### config.mk
export PLATFORM = sky130hd
export DESIGN_NAME = idf_cordic_cell
export DESIGN_NICKNAME = d
export VERILOG_FILES = /design/src/rtl/core/idf_pkg.sv /design/src/rtl/core/idf_cordic_cell.sv
export SDC_FILE = /design/constraint.sdc
export NUM_CORES = 1
export LEC_CHECK = 0
export BUFFER_PORTS_ARGS = -buffer_cell sky130_fd_sc_hd__buf_2
export CAP_MARGIN = 20
export CELL_PAD_IN_SITES_DETAIL_PLACEMENT = 0
export CELL_PAD_IN_SITES_GLOBAL_PLACEMENT = 2
export CORE_MARGIN = 10
export CORE_UTILIZATION = 30
export CTS_BUF_LIST = sky130_fd_sc_hd__clkbuf_8
export DETAILED_ROUTE_END_ITERATION = 10
export PLACE_DENSITY_LB_ADDON = 0.1
export SYNTH_ARGS = -nofsm -noshare
export SYNTH_HDL_FRONTEND = slang
export SYNTH_SLANG_ARGS = --single-unit
### constraint.sdc
create_clock -name aclk -period 8.35 [get_ports aclk]
set_input_delay 1.67 -clock aclk [delete_from_list [all_inputs] [get_ports aclk]]
set_output_delay 1.67 -clock aclk [all_outputs]
set_load 0.005 [all_outputs]
### src/rtl/core/idf_pkg.sv
// ----------------------------------------------------------------------------
// idf_pkg
// Shared types, constants and helper functions of the intensity direction finder.
// ----------------------------------------------------------------------------
package idf_pkg;

    localparam int SAMPLE_WIDTH        = 16;
    localparam int BIN_WIDTH           = 11;
    localparam int LEVEL_WIDTH         = 32;
    localparam int ANGLE_WIDTH         = 16;
    localparam int PROD_WIDTH          = 2 * SAMPLE_WIDTH + 2;
    localparam int CORDIC_WIDTH        = 60;
    localparam int ZACC_WIDTH          = 32;
    localparam int GUARD_SHIFT         = 24;
    localparam int ATAN_ENTRIES        = 24;
    localparam int CORDIC_STEPS_DEF    = 16;

    // Sequencer states, one transaction at a time
    typedef enum logic [3:0] {
        ST_IDLE,
        ST_SQUARE,
        ST_SUM,
        ST_SQRT,
        ST_FEED_AZ,
        ST_FEED_EL,
        ST_WAIT_AZ,
        ST_WAIT_EL,
        ST_UPDATE
    } state_t;

    // Data handed from one CORDIC cell to the next
    typedef struct packed {
        logic                           vld;
        logic signed [CORDIC_WIDTH-1:0] x;
        logic signed [CORDIC_WIDTH-1:0] y;
        logic signed [ZACC_WIDTH-1:0]   z;
    } cordic_t;

    // atan(2^-i), pi = 2^31
    function automatic logic signed [ZACC_WIDTH-1:0] atan_entry(input int idx);
        logic signed [ZACC_WIDTH-1:0] v;
        case (idx)
            0:       v = 32'sd536870912;
            1:       v = 32'sd316933406;
            2:       v = 32'sd167458907;
            3:       v = 32'sd85004756;
            4:       v = 32'sd42667331;
            5:       v = 32'sd21354465;
            6:       v = 32'sd10680862;
            7:       v = 32'sd5340245;
            8:       v = 32'sd2670163;
            9:       v = 32'sd1335087;
            10:      v = 32'sd667544;
            11:      v = 32'sd333772;
            12:      v = 32'sd166886;
            13:      v = 32'sd83443;
            14:      v = 32'sd41722;
            15:      v = 32'sd20861;
            16:      v = 32'sd10430;
            17:      v = 32'sd5215;
            18:      v = 32'sd2608;
            19:      v = 32'sd1304;
            20:      v = 32'sd652;
            21:      v = 32'sd326;
            22:      v = 32'sd163;
            23:      v = 32'sd81;
            default: v = '0;
        endcase
        return v;
    endfunction

    // Sign-extend a product-width value and apply the guard scale
    function automatic logic signed [CORDIC_WIDTH-1:0] guard_scale(
        input logic signed [PROD_WIDTH-1:0] v);
        return {{(CORDIC_WIDTH-PROD_WIDTH-GUARD_SHIFT){v[PROD_WIDTH-1]}}, v,
                {GUARD_SHIFT{1'b0}}};
    endfunction

    // Round half away from zero to pi = 32768, clamp to +-pi/2
    function automatic logic signed [ANGLE_WIDTH-1:0] round_angle(
        input logic signed [ZACC_WIDTH-1:0] z);
        logic [ZACC_WIDTH-1:0] mag;
        logic [ZACC_WIDTH:0]   sum;
        logic [16:0]           q;
        logic [15:0]           m;
        mag = z[ZACC_WIDTH-1] ? ZACC_WIDTH'(-z) : ZACC_WIDTH'(z);
        sum = {1'b0, mag} + 33'd32768;
        q   = sum[32:16];
        m   = (q > 17'd16384) ? 16'd16384 : q[15:0];
        return z[ZACC_WIDTH-1] ? -signed'(m) : signed'(m);
    endfunction

endpackage

### src/rtl/core/idf_cordic_cell.sv
// ----------------------------------------------------------------------------
// idf_cordic_cell
// One vectoring CORDIC micro-rotation with a fixed shift, registered output.
// ----------------------------------------------------------------------------
module idf_cordic_cell import idf_pkg::*; #(
    parameter int IDX = 0
) (
    input  logic    aclk,
    input  logic    aresetn,
    input  cordic_t din,
    output cordic_t dout
);

    cordic_t stage_reg, stage_next;
    logic signed [CORDIC_WIDTH-1:0] xs, ys;

    // Rotate toward the x axis; y == 0 rotates the negative way
    always_comb begin
        xs = din.x >>> IDX;
        ys = din.y >>> IDX;
        stage_next.vld = din.vld;
        if (din.y > 0) begin
            stage_next.x = din.x + ys;
            stage_next.y = din.y - xs;
            stage_next.z = din.z + atan_entry(IDX);
        end else begin
            stage_next.x = din.x - ys;
            stage_next.y = din.y + xs;
            stage_next.z = din.z - atan_entry(IDX);
        end
    end

    always_ff @(posedge aclk) begin
        stage_reg <= stage_next;
        if (!aresetn) begin
            stage_reg.vld <= 1'b0;
        end
    end

    assign dout = stage_reg;

endmodule

==> flow_metrics.py <==
metrics = {
    "timing": {
        "worstMarginPinSlew_ps": 996.4,
        "rsz0062_at_grt": "false",
        "relSlewSlack_pct": 32.96,
        "timing.hold.ws_ps": 1190,
        "finalMaxSlewViolations": 0,
        "fin_crit_sh_pct": 66.86,
        "fin_tns_setup_ps": 0,
        "clock.fmax_ghz": 0.1791,
        "final.min_clock_period_ps": 5583,
        "hold_viol": 0,
        "finalSetupViolations": 0,
    },
    "global_routing": {
        "grt_max_degree": 66,
        "grt_pass1_vias": 15560,
        "grt.overflow.total": 0,
        "grt_first_pass_wirelength_um": 100200,
        "antenna_found_initial": 0,
        "grt.total_usage_pct": 23.45,
    },
    "synthesis": {
        "ys_warn_count": 0,
        "syn-num-nets": 2242,
        "synth.avg_cell_area_um2": 7.594,
        "synthCells": 1890,
        "synthDistinctLibCells": 84,
        "synth.top_cells.by_count": "a21oi_1, ha_1, inv_1, nor2_1, dfxtp_1",
        "netlist_area_um2": 14350,
        "yosys.area.top_type": "dfxtp_1",
        "ys_seq_area_share_pct": 21.20,
        "ys_ff_latch": 152,
        "synth_edf_count": 0,
        "netlist.area_leader.share_pct": 21.20,
        "synth_flop_cell": "dfxtp_1",
        "yosysMostFrequentCell": "a21oi_1",
        "ys_async_sr_fraction_pct": 0,
        "synthTopCellsByArea": "dfxtp_1, ha_1, a21oi_1",
    },
    "final_layout": {
        "largest_reg_flops": 152,
        "final_layout_size_suffix_gt1_share_pct": 18.20,
        "final_core_util_pct": 35.26,
        "fillers": 5216,
        "stdcell_area_um2": 16760,
        "area.growth.synth_to_final_pct": 16.79,
        "final_nets": 2493,
    },
    "clock_tree": {
        "hold_buffers": 0,
        "clk_path_buf_depth": 2,
        "numCtsBuffers": 17,
        "cts_sinks": 152,
        "postCtsSetupBuffers": 0,
        "cts_htree_levels": 4,
        "cts-root-buf": "clkbuf_8",
        "clk_pin_slew_worst_paths_ps": 110,
        "post_cts_resize_count": 0,
        "cts_tree": "built",
    },
    "status": {
        "status": "finished clean",
    },
    "floorplan": {
        "die_width_um": 238.7,
        "chipHeight_um": 238.7,
        "start_util_pct": 30.19,
        "placementRows": 80,
        "core_area_um2": 47550,
        "io-pin-count": 308,
        "die_area_um2": 56990,
    },
    "placed_design": {
        "dpl.hpwl_um": 56700,
        "gpl.final_weighted_congestion": 0.9241,
        "io_buffers": 307,
        "dpl_cell_area_um2": 16350,
    },
    "detailed_routing": {
        "ant_nets": 0,
        "first_iter_violations": 1122,
        "viasPerCell": 5.392,
        "wl_um": 68390,
        "wl_per_cell_um": 24.69,
        "num_vias": 14940,
        "drtPass1Iterations": 5,
        "drc": 0,
    },
    "hold_path": {
        "min_path_cells": 1,
        "hold_class": "primary input to flop",
    },
    "setup_path": {
        "end_kind": "flop",
        "cp_max_fo": 4,
        "worstPathRequired_ps": 8820,
        "crit_path_start_kind": "primary input",
        "crit_type": "primary input to flop",
        "cp.arrival_ps": 6060,
    },
    "pwr": {
        "p_leak_nw": 7.747,
        "total_power_mw": 2.743,
        "vdd_ir_drop_max_uv": 80.12,
        "power_density_nw_per_um2": 163.6,
    },
    "flow_run": {
        "maxCapViolCount": 0,
    },
}
[cells by family (layout without fill, tap and decap cells)]
kind of cell	count (synthesis)	count (layout)	synth area share, %
other cells	0	1	0
xor+xnor	119	119	7.262
buf+inv	266	530	7.480
fa+ha+maj	197	197	17.38
compound gates	660	660	29.35
simple gates	470	470	15.50
flops	152	152	21.20
mux	26	26	1.822
[through the flow]
step	worst slack, ps	instances
2_1_floorplan	3997	1890
3_3_place_gp	2179	2736
6_report	2767	2770
5_1_grt	2749	2769
4_1_cts	2903	2769
3_5_place_dp	2254	2737
[cell type report]
class | count | area [µm²] | share of cell area [%]
clock buffer | 17 | 234.0 | 1.396
clock inverter | 15 | 180.2 | 1.075
multi-input combinational | 1472 | 10250 | 61.18
inverter | 184 | 691.9 | 4.128
tap | 615 | 769.5 | 4.591
timing repair buffer | 314 | 1587 | 9.465
antenna | 1 | 2.502 | 0.01493
sequential | 152 | 3043 | 18.15
[metal layers]
layer / vias to the layer above / share of wire, % / GRT usage [%]
met5: - / 0 / 0
met4: 0 / 3.6 / 9.864
met3: 100 / 4.8 / 4.195
met2: 461 / 50 / 41.35
met1: 7210 / 42 / 27.37
li1: 7165 / - / -
[worst paths after layout]
path / start / to / slack [ps]
worst max-delay path: din[32] / dout[142] / 2770
worst min-delay path: din[19] / dout[19] / 1190
[cell usage in the layout (no fill, tap or decap), types with 15 or more instances in the layout]
| cell | synthesis | routed |
|---|---|---|
| nor2b_1 | 19 | 19 |
| nand3_1 | 21 | 21 |
| dfxtp_1 | 152 | 152 |
| o31ai_1 | 24 | 24 |
| xnor2_1 | 106 | 106 |
| mux2i_1 | 25 | 25 |
| o21ai_0 | 125 | 125 |
| nand4_1 | 34 | 34 |
| nor2_1 | 172 | 172 |
| inv_1 | 172 | 172 |
| o21bai_1 | 56 | 56 |
| ha_1 | 193 | 193 |
| clkbuf_8 | 0 | 17 |
| nand2_1 | 104 | 104 |
| nor3_1 | 31 | 31 |
| a21oi_1 | 254 | 254 |
| o211ai_1 | 15 | 15 |
| a31oi_1 | 16 | 16 |
| o21a_1 | 16 | 16 |
| nor4_1 | 31 | 31 |
| a21o_1 | 42 | 42 |
| buf_2 | 23 | 308 |
[report_power, final]
| part | switching (mW) | internal, mW | total (mW) |
|---|---|---|---|
| clock | 0.378 | 0.228 | 0.606 |
| combinational | 0.773 | 0.443 | 1.22 |
| sequential | 0.0458 | 0.875 | 0.921 |
[worst max-delay path, stage by stage]
cell and delay (ps):
buf_2 160, ha_1 250, fa_1 390, inv_1 80
a21oi_1 100, o21ai_1 420, a31oi_1 300, o21ai_0 520
a21oi_1 280, o21a_1 410, o31ai_1 850, a21oi_1 180
a21oi_1 230, xnor2_1 200
Power figures use the tool's default switching activity.
