--- config.mk ---
export PLATFORM = sky130hd
export DESIGN_NAME = idf_sqrt
export DESIGN_NICKNAME = d
export VERILOG_FILES = /design/src/rtl/core/idf_pkg.sv /design/src/rtl/core/idf_sqrt.sv
export SDC_FILE = /design/constraint.sdc
export NUM_CORES = 1
export LEC_CHECK = 0
export BUFFER_PORTS_ARGS = -buffer_cell sky130_fd_sc_hd__buf_2
export CAP_MARGIN = 10
export CORE_ASPECT_RATIO = 0.5
export CORE_MARGIN = 1.5
export CORE_UTILIZATION = 40
export CTS_BUF_LIST = sky130_fd_sc_hd__clkbuf_4 sky130_fd_sc_hd__clkbuf_8
export CTS_CLUSTER_SIZE = 20
export DETAILED_ROUTE_END_ITERATION = 6
export HOLD_SLACK_MARGIN = 0.03
export PLACE_DENSITY = 0.6
export SLEW_MARGIN = 20
export SYNTH_ARGS = -nofsm -noshare
export SYNTH_HDL_FRONTEND = slang
export SYNTH_SLANG_ARGS = --single-unit
--- constraint.sdc ---
create_clock -name aclk -period 5.8 [get_ports aclk]
set_clock_uncertainty 0.1 [all_clocks]
set_input_delay 1.16 -clock aclk [delete_from_list [all_inputs] [get_ports aclk]]
set_output_delay 1.16 -clock aclk [all_outputs]
set_load 0.01 [all_outputs]
--- src/rtl/core/idf_pkg.sv ---
// ----------------------------------------------------------------------------
// idf_pkg
// Shared types, constants and helper functions of the intensity direction finder.
// ----------------------------------------------------------------------------
package idf_pkg;

    localparam int SAMPLE_WIDTH        = 16;
    localparam int BIN_WIDTH           = 11;
    localparam int LEVEL_WIDTH         = 32;
    localparam int ANGLE_WIDTH         = 16;
    localparam int PROD_WIDTH          = 2 * SAMPLE_WIDTH + 2;
    localparam int CORDIC_WIDTH        = 60;
    localparam int ZACC_WIDTH          = 32;
    localparam int GUARD_SHIFT         = 24;
    localparam int ATAN_ENTRIES        = 24;
    localparam int CORDIC_STEPS_DEF    = 16;

    // Sequencer states, one transaction at a time
    typedef enum logic [3:0] {
        ST_IDLE,
        ST_SQUARE,
        ST_SUM,
        ST_SQRT,
        ST_FEED_AZ,
        ST_FEED_EL,
        ST_WAIT_AZ,
        ST_WAIT_EL,
        ST_UPDATE
    } state_t;

    // Data handed from one CORDIC cell to the next
    typedef struct packed {
        logic                           vld;
        logic signed [CORDIC_WIDTH-1:0] x;
        logic signed [CORDIC_WIDTH-1:0] y;
        logic signed [ZACC_WIDTH-1:0]   z;
    } cordic_t;

    // atan(2^-i), pi = 2^31
    function automatic logic signed [ZACC_WIDTH-1:0] atan_entry(input int idx);
        logic signed [ZACC_WIDTH-1:0] v;
        case (idx)
            0:       v = 32'sd536870912;
            1:       v = 32'sd316933406;
            2:       v = 32'sd167458907;
            3:       v = 32'sd85004756;
            4:       v = 32'sd42667331;
            5:       v = 32'sd21354465;
            6:       v = 32'sd10680862;
            7:       v = 32'sd5340245;
            8:       v = 32'sd2670163;
            9:       v = 32'sd1335087;
            10:      v = 32'sd667544;
            11:      v = 32'sd333772;
            12:      v = 32'sd166886;
            13:      v = 32'sd83443;
            14:      v = 32'sd41722;
            15:      v = 32'sd20861;
            16:      v = 32'sd10430;
            17:      v = 32'sd5215;
            18:      v = 32'sd2608;
            19:      v = 32'sd1304;
            20:      v = 32'sd652;
            21:      v = 32'sd326;
            22:      v = 32'sd163;
            23:      v = 32'sd81;
            default: v = '0;
        endcase
        return v;
    endfunction

    // Sign-extend a product-width value and apply the guard scale
    function automatic logic signed [CORDIC_WIDTH-1:0] guard_scale(
        input logic signed [PROD_WIDTH-1:0] v);
        return {{(CORDIC_WIDTH-PROD_WIDTH-GUARD_SHIFT){v[PROD_WIDTH-1]}}, v,
                {GUARD_SHIFT{1'b0}}};
    endfunction

    // Round half away from zero to pi = 32768, clamp to +-pi/2
    function automatic logic signed [ANGLE_WIDTH-1:0] round_angle(
        input logic signed [ZACC_WIDTH-1:0] z);
        logic [ZACC_WIDTH-1:0] mag;
        logic [ZACC_WIDTH:0]   sum;
        logic [16:0]           q;
        logic [15:0]           m;
        mag = z[ZACC_WIDTH-1] ? ZACC_WIDTH'(-z) : ZACC_WIDTH'(z);
        sum = {1'b0, mag} + 33'd32768;
        q   = sum[32:16];
        m   = (q > 17'd16384) ? 16'd16384 : q[15:0];
        return z[ZACC_WIDTH-1] ? -signed'(m) : signed'(m);
    endfunction

endpackage

--- src/rtl/core/idf_sqrt.sv ---
// ----------------------------------------------------------------------------
// idf_sqrt
// Bit-pair restoring integer square root, floor(sqrt(operand)).
// ----------------------------------------------------------------------------
module idf_sqrt import idf_pkg::*; (
    input  logic        aclk,
    input  logic        aresetn,
    input  logic        start,
    input  logic [63:0] operand,
    output logic        busy,
    output logic [31:0] root
);

    logic [63:0] rad_reg,  rad_next;
    logic [33:0] rem_reg,  rem_next;
    logic [31:0] root_reg, root_next;
    logic [4:0]  cnt_reg,  cnt_next;
    logic        busy_reg, busy_next;
    logic [35:0] rem_sh;
    logic [35:0] trial;

    // One result bit per cycle
    always_comb begin
        rem_sh    = {rem_reg, rad_reg[63:62]};
        trial     = {2'b00, root_reg, 2'b01};
        rad_next  = rad_reg;
        rem_next  = rem_reg;
        root_next = root_reg;
        cnt_next  = cnt_reg;
        busy_next = busy_reg;
        if (start) begin
            rad_next  = operand;
            rem_next  = '0;
            root_next = '0;
            cnt_next  = 5'd31;
            busy_next = 1'b1;
        end else if (busy_reg) begin
            rad_next = {rad_reg[61:0], 2'b00};
            if (rem_sh >= trial) begin
                rem_next  = 34'(rem_sh - trial);
                root_next = {root_reg[30:0], 1'b1};
            end else begin
                rem_next  = rem_sh[33:0];
                root_next = {root_reg[30:0], 1'b0};
            end
            if (cnt_reg == '0) begin
                busy_next = 1'b0;
            end else begin
                cnt_next = cnt_reg - 5'd1;
            end
        end
    end

    always_ff @(posedge aclk) begin
        rad_reg  <= rad_next;
        rem_reg  <= rem_next;
        root_reg <= root_next;
        cnt_reg  <= cnt_next;
        if (!aresetn) begin
            busy_reg <= 1'b0;
        end else begin
            busy_reg <= busy_next;
        end
    end

    assign busy = busy_reg;
    assign root = root_reg;

endmodule

==> flow_summary.ini <==
[power_and_ir_drop]
p_clk_share_pct = 20.4
p_leak_nw = 3.55
combPwrFrac_pct = 49.7
p_per_area_nw_per_um2 = 484
p_sw_share_pct = 38.8
p_int_w = 0.00251
pwr-share-seq_pct = 29.8
vdd_ir_drop_max_uv = 199
power.switching_w = 0.00159

[clock_network]
cts_root_buf = clkbuf_8
htree_levels = 4
hold_buffers = 0
clk_path_buf_depth = 2
tritoncts = built
cts_buffers = 17
post-cts-setup-buffer-count = 0
clock-sinks = 136
cts_resized = 0
clk_latency_ps = 450
clk_pin_slew_ps = 90

[critical_path]
arrival_ps = 3800
cp_cell_sequence = inv_1, ha_1, nand3_2, or4_1, nor2_1, nand2_1, nand2_2, o21a_2, buf_4, nand4b_1, mux2_2, o311ai_1
slowest_stage = or4_1
crit_type = reg2reg
critical_path.top_delay_family = simple AND/OR/NAND/NOR gates
path_depth = 12
r2r_cells = 12
cp_max_fo = 35
path_buf_inv = 2
required_ps = 6060
cpPeakStageDelay_ps = 530
start_kind = flop
end_kind = flop

[global_routing]
antenna_found_initial = 1
grt-ovfl-total = 0
grt_usage_pct = 15.8
grt_pass1_vias = 5089
grt_pass1_wl_um = 24800
grt_max_degree = 85

[sta]
timing.setup.tns_ps = 0
fin_crit_sh_pct = 61.0
worstMarginPinSlew_ps = 1080
setup_viol = 0
layout_min_cycle_time_ps = 3540
hold_viol_final = 0
fmax_mhz = 283
max_slew_margin_pct = 27.8
holdWs_ps = 355
fin_ws_ps = 2260
slew_violations = 0
rsz0062_at_grt = false

[floorplanning]
fp.dieH_um = 99.2
start_util_pct = 41.7
pin_count = 100
fp.dieW_um = 195
die_area_um2 = 19400
placementRows = 34
core_area_um2 = 17700

[logic_synthesis]
syn_inst = 709
synthesis.area_um2 = 7400
synth_cell_type_count = 57
yosysSeqAreaShare_pct = 45.4
synth-seq-cells = 136
syn_nets = 811
yosysWarnings = 0
synth_enable_flop_cells = 64
synth.avg_cell_area_um2 = 10.4
ys.flop_type = dfxtp_1
synthArstFlopShare_pct = 0

[cells_and_area]
fin_nets = 895
area_growth_pct = 14.5
largest_reg_flops = 64
fill_cells = 1694
multi_input_area_um2 = 3690
drive_above_1_share_pct = 27.4
seq_area_um2 = 3370

[job]
drv_cap = 0

[placed_design]
gp_congestion = 0.868
pre_cts_ws_ps = 2110
hpwl_um = 10000
numPortBuffers = 99

[routing]
avgViaCountPerCell = 5.13
postRouteAntennaNets = 0
drt-total-wl_um = 14700
drt-initial-drc-count = 245
num_vias = 5336
wl_per_cell_um = 14.1
drtPass1Iterations = 4
drc = 0

[outcome]
outcome = finished clean

[min_path]
whs_path_depth = 2
hold_path.class = reg2reg
[worst reg2reg max path, stage by stage, from the launching register on]
cell and delay [ps]:
dfxtp_1 380, inv_1 60, ha_1 440, nand3_2 150
or4_1 530, nor2_1 160, nand2_1 80, nand2_2 120
o21a_2 400, buf_4 490, nand4b_1 180, mux2_2 310
o311ai_1 60
[layout make-up]
type	instances	area share [%]
multi-input cells	490	43.6
flip-flops and latches	136	39.7
repair buffers	103	6.23
well taps	234	3.46
clock buffers	19	3.01
inverters	45	1.99
clock inverters	13	1.96
diodes	1	0.0295
[worst paths after layout]
kind	start	to	slack (ps)
worst max-delay path	root[23]	rem_reg[30]	2260
worst min-delay path	rem_reg[33]	rem_reg[33]	350
worst max register to register	root[23]	rem_reg[30]	2260
worst min register to register	rem_reg[33]	rem_reg[33]	350
[per-layer routing]
layer  up-vias  part of all wire [%]  track usage (%)
met4         2                  0.89             5.43
met5         -                 0.082                0
met3        14                   6.0             5.70
met2        87                    42             23.6
met1      2514                    51             21.2
li1       2719                     -                -
[cell families after synthesis]
| group | after synthesis | share of synthesized area [%] |
|---|---|---|
| buf+inv | 83 | 4.72 |
| compound gates | 158 | 14.4 |
| mux | 118 | 17.1 |
| simple gates | 147 | 8.67 |
| xor+xnor | 32 | 3.79 |
| fa+ha+maj | 35 | 5.92 |
| flops | 136 | 45.4 |
[cells in the final DEF, fill, tap and decap left out, drive strengths merged, types with 20 or more instances in the layout]
cell type / netlist / final
o21ai: 36 / 36
nor2: 73 / 73
inv: 45 / 49
a211oi: 27 / 27
nand2: 40 / 40
edfxtp: 64 / 64
ha: 35 / 35
xnor2: 20 / 20
a21o: 20 / 20
mux2: 65 / 65
a21oi: 38 / 38
dfxtp: 72 / 72
buf: 12 / 103
mux2i: 53 / 53
[per-stage QoR]
stage	std cells	power, W	instance area [um2]	util, %
5_1_grt	1040	0.00443	8470	47.7
4_1_cts	1040	0.00415	8470	47.7
3_5_place_dp	1008	0.00328	8050	45.4
2_1_floorplan	709	0.00299	7400	-
6_report	1041	0.00410	8470	47.8
3_3_place_gp	1008	0.00326	8050	45.4
[power groups by stage]
stage                     logic (W)  clock network, W  registers, W
after floorplan             0.00177                 0       0.00122
after global placement      0.00202                 0       0.00124
after detailed placement    0.00204                 0       0.00124
after CTS                   0.00206          0.000870       0.00122
after global routing        0.00229          0.000908       0.00124
final                       0.00204          0.000838       0.00122
[Yosys cell counts (all sizes together) (20+ instances only)]
master	count	share of area [%]
inv	45	2.3
edfxtp	64	26
ha	35	5.9
a21oi	38	2.8
mux2	65	9.9
a211oi	27	2.9
dfxtp	72	19
nor2	73	3.7
nand2	40	2.1
mux2i	53	7.2
o21ai	36	2.6
a21o	20	2.0
xnor2	20	2.4
clkbuf	26	1.3
Note: power is estimated with default switching activity, not from simulation.
